==> src/scs_pkg.sv <==
`timescale 1ns / 1ps
// ----------------------------------------------------------------------------
// Symmetry canonical subset check: shared definitions
// Sizes, step numbers and types used by the core and its submodules.
// ----------------------------------------------------------------------------
package scs_pkg;

   localparam int Positions = 24;
   localparam int IdxW      = $clog2(Positions);
   localparam int SizeW     = 5;
   localparam int Rotations = 3;

   // Crossbar passes per check: one reflection, then two chains of
   // rotations, each rotation being a transposition and a reflection.
   localparam int ChainPasses = 2 * Rotations;
   localparam int LastStep    = 2 * ChainPasses;
   localparam int StepW       = $clog2(LastStep + 1);

   localparam logic OpLoad  = 1'b0;
   localparam logic OpCheck = 1'b1;

   localparam logic [2:0] RegActiveSize = 3'd0;

   typedef logic [Positions-1:0]           bitmap_type;
   typedef logic [Positions-1:0][IdxW-1:0] perm_table_type;

   typedef struct packed {
      logic       exhausted;
      bitmap_type next_bitmap;
   } succ_result_type;

endpackage

==> src/scs_permute.sv <==
`timescale 1ns / 1ps
// ----------------------------------------------------------------------------
// Permutation crossbar
// Sends each set bit of a word to the position its table entry names.
// Bits sent to the same position are ORed; targets outside the mask drop out.
// ----------------------------------------------------------------------------
module scs_permute (
   input  scs_pkg::bitmap_type     bits_in,
   input  scs_pkg::perm_table_type perm_table,
   input  scs_pkg::bitmap_type     size_mask,
   output scs_pkg::bitmap_type     bits_out
);

   scs_pkg::bitmap_type gathered;

   always_comb begin
      gathered = '0;
      for (int j = 0; j < scs_pkg::Positions; j++) begin
         for (int i = 0; i < scs_pkg::Positions; i++) begin
            if (bits_in[i] && (perm_table[i] == scs_pkg::IdxW'(j))) begin
               gathered[j] = 1'b1;
            end
         end
      end
   end

   assign bits_out = gathered & size_mask;

endmodule

==> src/scs_successor.sv <==
`timescale 1ns / 1ps
// ----------------------------------------------------------------------------
// Same-popcount successor
// Four-stage pipeline that forms the next bitmap with the same number of
// ones, counting from the top active position downward.
// ----------------------------------------------------------------------------
module scs_successor (
   input  logic                      clock,
   input  logic                      load,
   input  scs_pkg::bitmap_type       bitmap,
   input  scs_pkg::bitmap_type       size_mask,
   output scs_pkg::succ_result_type  result
);

   // Copies every set bit into all positions below it.
   function automatic scs_pkg::bitmap_type smear_down(input scs_pkg::bitmap_type v);
      scs_pkg::bitmap_type s;
      s = v;
      s = s | (s >> 1);
      s = s | (s >> 2);
      s = s | (s >> 4);
      s = s | (s >> 8);
      s = s | (s >> 16);
      return s;
   endfunction

   function automatic logic [scs_pkg::IdxW-1:0] encode(input scs_pkg::bitmap_type onehot);
      logic [scs_pkg::IdxW-1:0] idx;
      idx = '0;
      for (int i = 0; i < scs_pkg::Positions; i++) begin
         if (onehot[i]) begin
            idx = idx | scs_pkg::IdxW'(i);
         end
      end
      return idx;
   endfunction

   scs_pkg::bitmap_type      s1_bits_ff, s1_mask_ff;
   scs_pkg::bitmap_type      s2_rest_ff, s2_mask_ff;
   logic [scs_pkg::IdxW-1:0] s2_zero_pos_ff;
   scs_pkg::bitmap_type      s3_rest_ff, s3_fill_ff;
   logic [scs_pkg::IdxW-1:0] s3_top_ff;
   logic                     s3_exhausted_ff;
   scs_pkg::succ_result_type s4_result_ff;

   scs_pkg::bitmap_type      zero_smear, rest_smear, top_bit;
   logic [scs_pkg::IdxW-1:0] shift_up;

   // The run of ones at the top ends just above the highest zero in range.
   assign zero_smear = smear_down(~s1_bits_ff & s1_mask_ff);
   assign rest_smear = smear_down(s2_rest_ff);
   assign top_bit    = rest_smear & ~(rest_smear >> 1);
   assign shift_up   = s3_top_ff + scs_pkg::IdxW'(1);

   always_ff @(posedge clock) begin
      if (load) begin
         s1_bits_ff <= bitmap;
         s1_mask_ff <= size_mask;
      end
      s2_rest_ff     <= s1_bits_ff & zero_smear;
      s2_mask_ff     <= s1_mask_ff;
      s2_zero_pos_ff <= encode(zero_smear & ~(zero_smear >> 1));

      // The top run plus one more bit moves to just above the highest
      // remaining one, which is cleared.
      s3_rest_ff      <= s2_rest_ff & ~top_bit;
      s3_top_ff       <= encode(top_bit);
      s3_fill_ff      <= s2_mask_ff >> s2_zero_pos_ff;
      s3_exhausted_ff <= (s2_rest_ff == '0);

      s4_result_ff.exhausted   <= s3_exhausted_ff;
      s4_result_ff.next_bitmap <= s3_exhausted_ff ? '0
                                  : (s3_rest_ff | (s3_fill_ff << shift_up));
   end

   assign result = s4_result_ff;

endmodule

==> src/symmetry_canonical_subset_check_core.sv <==
`timescale 1ns / 1ps
// ----------------------------------------------------------------------------
// Symmetry canonical subset check core
// Checks a bitmap against its seven images under the order-8 symmetry
// group and forms its same-popcount successor.
// Load word: strobe in the cycle after acceptance; one load a cycle when idle.
// Check word: busy while its passes run, one crossbar pass per cycle
// through the shared permutation unit; after the last pass the result
// strobe follows in the next cycle, and no new word is taken while busy.
// Reset sets active_size to 24; tables hold nothing until loaded.
// The result is shown for one cycle; the receiver cannot stall it.
// ----------------------------------------------------------------------------
module symmetry_canonical_subset_check_core (
   input  logic                                clock,
   input  logic                                reset,
   input  logic                                start,
   output logic                                busy,
   input  logic                                req_operation,
   input  logic [scs_pkg::IdxW-1:0]            req_table_index,
   input  logic [scs_pkg::IdxW-1:0]            req_reflect_target,
   input  logic [scs_pkg::IdxW-1:0]            req_transpose_target,
   input  scs_pkg::bitmap_type                 req_bitmap,
   output logic                                rsp_strobe,
   output logic                                rsp_is_canonical,
   output scs_pkg::bitmap_type                 rsp_next_bitmap,
   output logic                                rsp_exhausted,
   input  logic                                psel,
   input  logic                                penable,
   input  logic                                pwrite,
   input  logic [2:0]                          paddr,
   input  logic [31:0]                         pwdata,
   output logic [31:0]                         prdata,
   output logic                                pready
);

   localparam logic StIdle = 1'b0;
   localparam logic StRun  = 1'b1;

   // Lowest differing position holds a one in a: a ranks above b.
   function automatic logic ranks_above(input scs_pkg::bitmap_type a,
                                        input scs_pkg::bitmap_type b);
      scs_pkg::bitmap_type d;
      d = a ^ b;
      return |(a & d & (~d + scs_pkg::Positions'(1)));
   endfunction

   logic                           state_ff, state_in;
   logic [scs_pkg::StepW-1:0]      step_ff, step_in;
   logic [scs_pkg::SizeW-1:0]      active_size_ff;
   scs_pkg::perm_table_type        reflect_table_ff, transpose_table_ff;
   scs_pkg::bitmap_type            word_ff, word_in;
   scs_pkg::bitmap_type            operand_ff, operand_in;
   scs_pkg::bitmap_type            reflection_ff, reflection_in;
   logic                           canon_ff, canon_in;
   logic                           rsp_strobe_ff, rsp_strobe_in;
   logic                           rsp_canon_ff, rsp_canon_in;
   scs_pkg::bitmap_type            rsp_next_ff, rsp_next_in;
   logic                           rsp_exh_ff, rsp_exh_in;

   logic                           accept, csr_write, image_smaller;
   logic [scs_pkg::SizeW-1:0]      eff_size;
   scs_pkg::bitmap_type            size_mask, masked_bitmap, image;
   scs_pkg::perm_table_type        pass_table;
   scs_pkg::succ_result_type       succ;

   assign accept    = start && (state_ff == StIdle);
   assign busy      = (state_ff == StRun);
   assign csr_write = psel && penable && pwrite && pready;
   assign pready    = 1'b1;
   assign prdata    = (paddr == scs_pkg::RegActiveSize)
                      ? {{(32 - scs_pkg::SizeW){1'b0}}, active_size_ff} : '0;

   always_comb begin
      priority if (active_size_ff == '0) begin
         eff_size = scs_pkg::SizeW'(1);
      end else if (active_size_ff > scs_pkg::SizeW'(scs_pkg::Positions)) begin
         eff_size = scs_pkg::SizeW'(scs_pkg::Positions);
      end else begin
         eff_size = active_size_ff;
      end
   end

   assign size_mask     = ~({scs_pkg::Positions{1'b1}} << eff_size);
   assign masked_bitmap = req_bitmap & size_mask;

   // Odd passes transpose, even passes reflect and are compared.
   assign pass_table = step_ff[0] ? transpose_table_ff : reflect_table_ff;

   scs_permute u_permute (
      .bits_in    (operand_ff),
      .perm_table (pass_table),
      .size_mask  (size_mask),
      .bits_out   (image)
   );

   scs_successor u_successor (
      .clock     (clock),
      .load      (accept && (req_operation == scs_pkg::OpCheck)),
      .bitmap    (masked_bitmap),
      .size_mask (size_mask),
      .result    (succ)
   );

   assign image_smaller = ranks_above(word_ff, image);

   always_comb begin
      state_in      = state_ff;
      step_in       = step_ff;
      word_in       = word_ff;
      operand_in    = operand_ff;
      reflection_in = reflection_ff;
      canon_in      = canon_ff;
      rsp_strobe_in = 1'b0;
      rsp_canon_in  = rsp_canon_ff;
      rsp_next_in   = rsp_next_ff;
      rsp_exh_in    = rsp_exh_ff;

      unique case (state_ff)
         StIdle: begin
            if (accept) begin
               if (req_operation == scs_pkg::OpCheck) begin
                  state_in   = StRun;
                  step_in    = '0;
                  word_in    = masked_bitmap;
                  operand_in = masked_bitmap;
                  canon_in   = 1'b1;
               end else begin
                  rsp_strobe_in = 1'b1;
                  rsp_canon_in  = 1'b0;
                  rsp_next_in   = '0;
                  rsp_exh_in    = 1'b0;
               end
            end
         end
         StRun: begin
            if (!step_ff[0] && image_smaller) begin
               canon_in = 1'b0;
            end
            // The first pass forms the reflection, which later seeds the
            // second rotation chain.
            priority if (step_ff == '0) begin
               reflection_in = image;
            end else if (step_ff == scs_pkg::StepW'(scs_pkg::ChainPasses)) begin
               operand_in = reflection_ff;
            end else begin
               operand_in = image;
            end
            if (step_ff == scs_pkg::StepW'(scs_pkg::LastStep)) begin
               state_in      = StIdle;
               rsp_strobe_in = 1'b1;
               rsp_canon_in  = canon_ff && !image_smaller;
               rsp_next_in   = succ.next_bitmap;
               rsp_exh_in    = succ.exhausted;
            end else begin
               step_in = step_ff + scs_pkg::StepW'(1);
            end
         end
         default: begin
            state_in = StIdle;
         end
      endcase
   end

   always_ff @(posedge clock) begin
      if (reset) begin
         state_ff       <= StIdle;
         step_ff        <= '0;
         active_size_ff <= scs_pkg::SizeW'(scs_pkg::Positions);
         rsp_strobe_ff  <= 1'b0;
      end else begin
         state_ff      <= state_in;
         step_ff       <= step_in;
         rsp_strobe_ff <= rsp_strobe_in;
         if (csr_write && (paddr == scs_pkg::RegActiveSize)) begin
            active_size_ff <= pwdata[scs_pkg::SizeW-1:0];
         end
      end
   end

   always_ff @(posedge clock) begin
      word_ff       <= word_in;
      operand_ff    <= operand_in;
      reflection_ff <= reflection_in;
      canon_ff      <= canon_in;
      rsp_canon_ff  <= rsp_canon_in;
      rsp_next_ff   <= rsp_next_in;
      rsp_exh_ff    <= rsp_exh_in;
      if (accept && (req_operation == scs_pkg::OpLoad)
          && (req_table_index < scs_pkg::IdxW'(scs_pkg::Positions))) begin
         reflect_table_ff[req_table_index]   <= req_reflect_target;
         transpose_table_ff[req_table_index] <= req_transpose_target;
      end
   end

   assign rsp_strobe       = rsp_strobe_ff;
   assign rsp_is_canonical = rsp_canon_ff;
   assign rsp_next_bitmap  = rsp_next_ff;
   assign rsp_exhausted    = rsp_exh_ff;

   // The last crossbar pass ends the check and raises the strobe.
   assert property (@(posedge clock) disable iff (reset)
      (state_ff == StRun && step_ff == scs_pkg::StepW'(scs_pkg::LastStep))
      |=> (rsp_strobe_ff && state_ff == StIdle))
      else $error("check did not finish after its last pass");

   // A check word keeps the block busy; a load word does not.
   assert property (@(posedge clock) disable iff (reset)
      (accept && req_operation == scs_pkg::OpCheck) |=> (busy && step_ff == '0))
      else $error("accepted check did not start the sequencer");

   assert property (@(posedge clock) disable iff (reset)
      busy |-> (step_ff <= scs_pkg::StepW'(scs_pkg::LastStep)))
      else $error("step counter ran past the last pass");

   assert property (@(posedge clock) disable iff (reset)
      (rsp_strobe_ff && rsp_exh_ff) |-> (rsp_next_ff == '0))
      else $error("exhausted result carries a nonzero bitmap");

endmodule

==> config.mk <==
export PLATFORM = sky130hd
export DESIGN_NAME = symmetry_canonical_subset_check_core
export DESIGN_NICKNAME = d
export VERILOG_FILES = /design/src/scs_pkg.sv /design/src/scs_permute.sv /design/src/scs_successor.sv /design/src/symmetry_canonical_subset_check_core.sv
export SDC_FILE = /design/constraint.sdc
export NUM_CORES = 1
export LEC_CHECK = 0
export BUFFER_PORTS_ARGS = -buffer_cell sky130_fd_sc_hd__buf_2
export CAP_MARGIN = 40
export CORE_MARGIN = 2
export CORE_UTILIZATION = 50
export CTS_BUF_LIST = sky130_fd_sc_hd__clkbuf_8
export CTS_CLUSTER_DIAMETER = 200
export DETAILED_ROUTE_END_ITERATION = 16
export HOLD_SLACK_MARGIN = 0.1
export PLACE_DENSITY = 0.7
export SLEW_MARGIN = 5
export SYNTH_ARGS = -nofsm -noshare
export SYNTH_HDL_FRONTEND = slang
export SYNTH_SLANG_ARGS = --single-unit
==> constraint.sdc <==
create_clock -name clock -period 5.47 [get_ports clock]
set_input_delay 0.547 -clock clock [delete_from_list [all_inputs] [get_ports clock]]
set_output_delay 0.547 -clock clock [all_outputs]
set_load 0.01 [all_outputs]
Word level (Yosys, flattened, before mapping):

Index checks and enable logic that the tools add are counted.

* logic and storage cells: 1968
* bits in registers: 530
* output and inout bits: 61
* bits of input ports: 81

* add/sub/neg operators: 3
* equal/unequal tests: 562
* $lt $le $gt $ge: 4
* muxes and demuxes: 656
* bitwise gates (word level): 29
* shifts and indexed selects: 3
* reductions and logical operators: 633

Operators with widths (number)
* == test 5 x 4 -> 1 bit, second input constant: 192
* == test 5 bit, second input constant: 192
* two-way mux 1 bit: 593
* logical AND 1 bit: 586
* == test 5 x 3 -> 1 bit, second input constant: 96
* bitwise mux 120 bit: 2
* == test 5 x 2 -> 1 bit, second input constant: 48
* two-way mux 24 bit: 10
* bitwise AND 24 bit: 9
* zero test 5 bit: 25
* == test 5 x 1 -> 1 bit, second input constant: 24
* two-way mux 120 bit: 1
* inverter 24 bit: 4
* case mux 24 bit (2 select lines): 2
* two-way mux 4 bit: 19
* inverter 23 -> 24 bit: 2
* OR 24 x 16 -> 24 bit: 2
* OR 24 x 20 -> 24 bit: 2
* OR 24 x 22 -> 24 bit: 2
* OR 24 x 23 -> 24 bit: 2
* OR 24 x 8 -> 24 bit: 2
* two-way mux 5 bit: 6
* demux 5 bit (select 5 bit): 1
* adder 24 x 1 -> 24 bit, second input constant: 1
* 32 further kinds: 67

Logic depth before layout (Yosys ltp):

* word-level depth: 37
* depth in mapped cells: 20
* depth with buffers taken out: 16

Modules after synthesis:

A second synthesis with hierarchy kept.

* cells, all modules: 2432
* area, all modules: 27594.0 um^2

By module, submodules not included
* symmetry_canonical_subset_check_core: instances 1, seq. area each 10400.0 um^2, area an instance 14601.5 um^2, cells an instance 923
* scs_successor: instances 1, seq. area each 4063.9 um^2, area an instance 7676.1 um^2, cells an instance 710
* scs_permute: instances 1, seq. area each 0.0 um^2, area an instance 5316.3 um^2, cells an instance 799

Worst setup path before layout:

Ideal clock, no wire load.

* path kind: reg2reg
* from: register step_ff[0] (netlist name)
* to: register operand_ff[0], enable pin
* arrival: 5.307 ns
* required time: 4.870 ns
* path buffers: 5
* clock period less this slack: 5.907 ns
* library setup time: 0.600 ns
* slack: -0.437 ns
* stages on the path, launching flop included: 10
* cell sequence: dfxtp_1 buf_6 buf_6 buf_4 inv_1 clkbuf_1 buf_2 ha_1 nor4b_1 a21oi_1

* cells in the longest elaborated chain, start to end: 3

RTL lines
* from (decl): line symmetry_canonical_subset_check_core.sv:48 `logic [scs_pkg::StepW-1:0] step_ff, step_in;`
* from (signal assigned): line symmetry_canonical_subset_check_core.sv:172 `step_ff <= step_in;`
* zero test 4 bit: line symmetry_canonical_subset_check_core.sv:141 `priority if (step_ff == '0) begin`
* inequality test 2 bit (no line)
* AND reduction 3 bit (no line)
* to (signal assigned): line symmetry_canonical_subset_check_core.sv:182 `operand_ff <= operand_in;`
* to (decl): line symmetry_canonical_subset_check_core.sv:52 `scs_pkg::bitmap_type operand_ff, operand_in;`

No other way between the ends.
A chain may end at the register's enable or synchronous reset.

Worst setup path after layout:

* from: register step_ff[0] (netlist name)
* to: register canon_ff, enable pin

* cells in the longest elaborated chain, start to end: 36
* elaborated cells on any way between the ends: 1740
* those cells by class: add/sub: 1; eq/ne: 553; mux: 577; bitwise: 5; reduce/logical: 604

RTL lines
* two-way mux 120 bit (*): line symmetry_canonical_subset_check_core.sv:87 `assign pass_table = step_ff[0] ? transpose_table_ff : reflect_table_ff;`
* == test 5 bit: line scs_permute.sv:20 `if (bits_in[i] && (perm_table[i] == scs_pkg::IdxW'(j))) begin`
* logical AND 1 bit: line scs_permute.sv:20
* two-way mux 1 bit (23 in a row): line scs_permute.sv:20
* two-way mux 1 bit (*): line scs_permute.sv:20
* bitwise AND 24 bit (*): line scs_permute.sv:27 `assign bits_out = gathered & size_mask;`
* net image[19]: line symmetry_canonical_subset_check_core.sv:62 `scs_pkg::bitmap_type size_mask, masked_bitmap, image;`
* bitwise XOR 24 bit (*): line symmetry_canonical_subset_check_core.sv:43 `d = a ^ b;`
* inverter 24 bit: line symmetry_canonical_subset_check_core.sv:44 `return |(a & d & (~d + scs_pkg::Positions'(1)));`
* adder 24 x 1 -> 24 bit: line symmetry_canonical_subset_check_core.sv:44
* bitwise AND 24 bit (*): line symmetry_canonical_subset_check_core.sv:44
* OR reduction 24 bit (*): line symmetry_canonical_subset_check_core.sv:44
* logical AND 1 bit (*): line symmetry_canonical_subset_check_core.sv:136 `if (!step_ff[0] && image_smaller) begin`
* inequality test 2 x 1 -> 1 bit (no line) (*)
* AND reduction 3 bit (no line) (*)
* to (signal assigned): line symmetry_canonical_subset_check_core.sv:184 `canon_ff <= canon_in;`
* to (decl): line symmetry_canonical_subset_check_core.sv:54 `logic canon_ff, canon_in;`

The timed path passes the listed nets; every way through them passes the cells marked *.

==> metrics.md <==
| Metric | Value |
|---|---|
| CTS Sinks | roughly 530 |
| CORE AREA | about 56,000 um2 |
| Clock share of power | 38.7% |
| Tcrit/Tclk final | between 90% and 100% |
| Switch Pwr | 0.00270 W |
| Status | completed |
| Die width | between 200 and 250 um |
| Register area | between 10,000 and 15,000 um2 |
| Largest net degree at the start of global routing | 50 |
| CTS buffer count | 85 |
| H-Tree Depth | 3 |
| Synthesized area | approximately 28,000 um2 |
| DRC | 0 |
| Syn. warnings | 0 |
| # Max-Cap Violations | 0 |
| Max clock buf depth | 3 |
| Area of the multi-input gates | roughly 13,000 um2 |
| Antenna-violating nets left | 0 |
| DR WL/cell | 32.2 um |
| Vias post-DR | between 20,000 and 30,000 |
| Async S/R FF share, synth | 0% |
| Final Hold Vio Count | 0 |
| Cell variety after synth | 77 |
| Layout cells sized above 1 | between 20% and 30% |
| Main flop type after synthesis | edfxtp_1 |
| Critical Path RT | about 5.9 ns |
| P_leak | 13.1 nW |
| VDD IR max | between 0.2 and 0.3 mV |
| Sequential fraction of the synthesis area | just over 50% |
| Final net count | around 3,300 |
| Inst Count DP | between 3,000 and 4,000 |
| F_max | ~0.18 GHz |
| Number of fill cells | approximately 4,500 |
| Pwr dens | ~280 nW/um2 |
| Int Pwr | 0.00704 W |
| Startpoint Class | flop |
| First-pass GRT wire length | approximately 180,000 um |
| Initial core utilization | 50.5% |
| Crit path kind | reg2reg |
| Number of buffers added on ports | 86 |
| Combinational share of power | 14.7% |
| Critical path arrival | between 5 and 6 ns |
| GR Overflow Total | 0 |
| Clock transition at the registers of the reported paths | ~0.06 ns |
| Clk Latency, worst-skew pair | between 0.7 and 0.8 ns |
| Setup TNS | 0 ns |
| GRT Resource Usage Total | around 43% |
| Initial antenna violation count | 6 |
| TritonCTS clock tree | done |
| Least-Margin Pin Slew | ~1.0 ns |
| Vias in the first global route | 26,200 |
| Row count | 87 |
| Net switching fraction of the power | 27.7% |
| GP Congestion | 1.10 |
| DP Worst Slack | -0.154 ns |
| Post-Layout Inst Area | roughly 35,000 um2 |
| Placement Cell Area | about 33,000 um2 |
| Area delta synth->final | 22.9% |
| DP Wirelength | roughly 100,000 um |
| Final WS setup | roughly 0.052 ns |
| # IOs | 142 |
| R2R Setup Slk | between 0.05 and 0.06 ns |
| Setup crit end kind | flop |
| Fin crit period | roughly 5.4 ns |
| Fin cells | roughly 4,000 |
| Drt first pass iters | 7 |
| Final wirelength | ~130,000 um |
| HP Class | in2reg |
| Die ar. | 58,700 um2 |
| Clock root buffer master | clkbuf_8 |
| EDFF count, synth | ~390 |
| Final hold slack | around 0.19 ns |
| Final Skew | just under 0.05 ns |
| Share of power burned in registers | 46.5% |
| Crit path max fanout | 16 |
| Max-slew violations | 0 |
| Final setup vio count | 0 |
| Initial detailed-routing violation count | around 3,700 |
| Commonest non-fill, non-tap cell in the layout | buf_4 |
| Mean Syn Cell Area | around 11 um2 |
| Slew HR | around 33% |
| DR vias/cell | between 6 and 7 |
| Yosys reg bits | roughly 530 |
| Syn Inst Count | ~2,700 |
| Die Y | 242 um |
| Most frequent cells in the layout | 445 x buf_4, 387 x edfxtp_1, 269 x nor2_1 |
-- layer usage --
metal	wire length [um]	GRT usage, %	part of all wire, %	up-vias
met5	17	0	0.013	-
met4	10600	29.4	8.2	2
met3	14000	9.80	11	537
met2	58900	69.0	45	2023
met1	46200	51.5	36	13200
li1	-	-	-	11500
-- worst max-delay path, stage by stage, from the launching register on --
cell and delay [ns]:
dfxtp_4 0.53, buf_8 0.22, buf_4 0.21, mux2_2 0.42
o21ai_0 0.15, o32ai_1 0.16, or4_1 0.64, nor4_1 0.42
buf_4 0.24, a21boi_1 0.12, inv_1 0.08, ha_1 0.24
and4_1 0.23, and3_1 0.20, and4b_1 0.18, a211o_1 0.24
a221oi_1 0.23, nand4_1 0.17, buf_4 0.21, a31o_2 0.25
-- timing repair --
item,CTS,global route
pin swaps,0,12
gates resized for setup,3,30
endpoints found under the hold margin,7,0
hold buffers,6,0
endpoints found under the setup margin,2,2
setup buffers,0,13
-- cells by family after synthesis --
logic type                 synth area share (%)
DFF                                        50.9
adders and majority gates                  1.28
and+or+nand+nor                            20.1
xor gates and xnor gates                  0.771
buffers and inverters                      3.76
other                                    0.0264
muxes                                      5.83
AOI/OAI and AO/OA                          17.3
-- cell type report --
| cell class | count | share of cell area [%] |
|---|---|---|
| timing repair buffer | 555 | 11.9 |
| sequential | 529 | 41.4 |
| multi-input combinational | 1943 | 37.7 |
| clock buffer | 89 | 3.51 |
| antenna | 3 | 0.0215 |
| clock inverter | 68 | 1.82 |
| tap | 756 | 2.71 |
| inverter | 85 | 0.914 |
-- through the flow --
step | utilization, % | power (W)
2_1_floorplan | - | 0.00525
3_3_place_gp | 57.9 | 0.00592
3_5_place_dp | 58.1 | 0.00595
4_1_cts | 61.5 | 0.00968
5_1_grt | 62.0 | 0.00999
6_report | 62.0 | 0.00974
-- synthesized netlist by cell type, types with 30 or more instances --
library cell  instances  area [um2]
nand2_1             116         435
o32ai_1              49         429
clkbuf_1             54         203
nor4_1               51         319
dfxtp_1             142        2840
o22ai_1             210        1310
nor3b_1              98         736
and3b_1              81         709
edfxtp_1            387       11600
and2_1               82         513
o211ai_1             97         728
o21ai_0             120         601
and3_1               56         350
mux2i_1              63         631
a21oi_1              58         290
nor2_1              271        1020
inv_1                81         304
mux2_2               39         439
nor3_1               70         350
nand3_1              39         195
buf_4                40         300
a31oi_1              30         188
-- power by group through the flow --
stage,sequential [W],clock (W),combinational [W]
floorplan,0.00456,0,0.000690
global placement,0.00461,0,0.00131
detailed placement,0.00461,0,0.00135
CTS,0.00453,0.00380,0.00136
global route,0.00454,0.00396,0.00149
finish,0.00453,0.00377,0.00144
-- path summary, 6_finish.rpt --
kind	end	cells after the start	startpoint
worst max register to register	canon_ff	19	step_ff[0]
worst max-delay path	canon_ff	19	step_ff[0]
worst min register to register	u_successor.s2_mask_ff[0]	0	u_successor.s1_mask_ff[0]
worst min-delay path	u_successor.s1_bits_ff[16]	2	req_bitmap[16]
-- flip-flops by register name, summed over array words and instances, names as in the netlist, 23 cells and up --
| register | flops |
|---|---|
| operand_ff | 24 |
| reflect_table_ff | 120 |
| reflection_ff | 24 |
| rsp_next_bitmap | 24 |
| transpose_table_ff | 120 |
| u_successor.result | 25 |
| u_successor.s1_bits_ff | 24 |
| u_successor.s1_mask_ff | 24 |
| u_successor.s2_mask_ff | 24 |
| u_successor.s2_rest_ff | 24 |
| u_successor.s3_fill_ff | 24 |
| u_successor.s3_rest_ff | 23 |
| word_ff | 24 |
(Power assumes the default switching activity.)
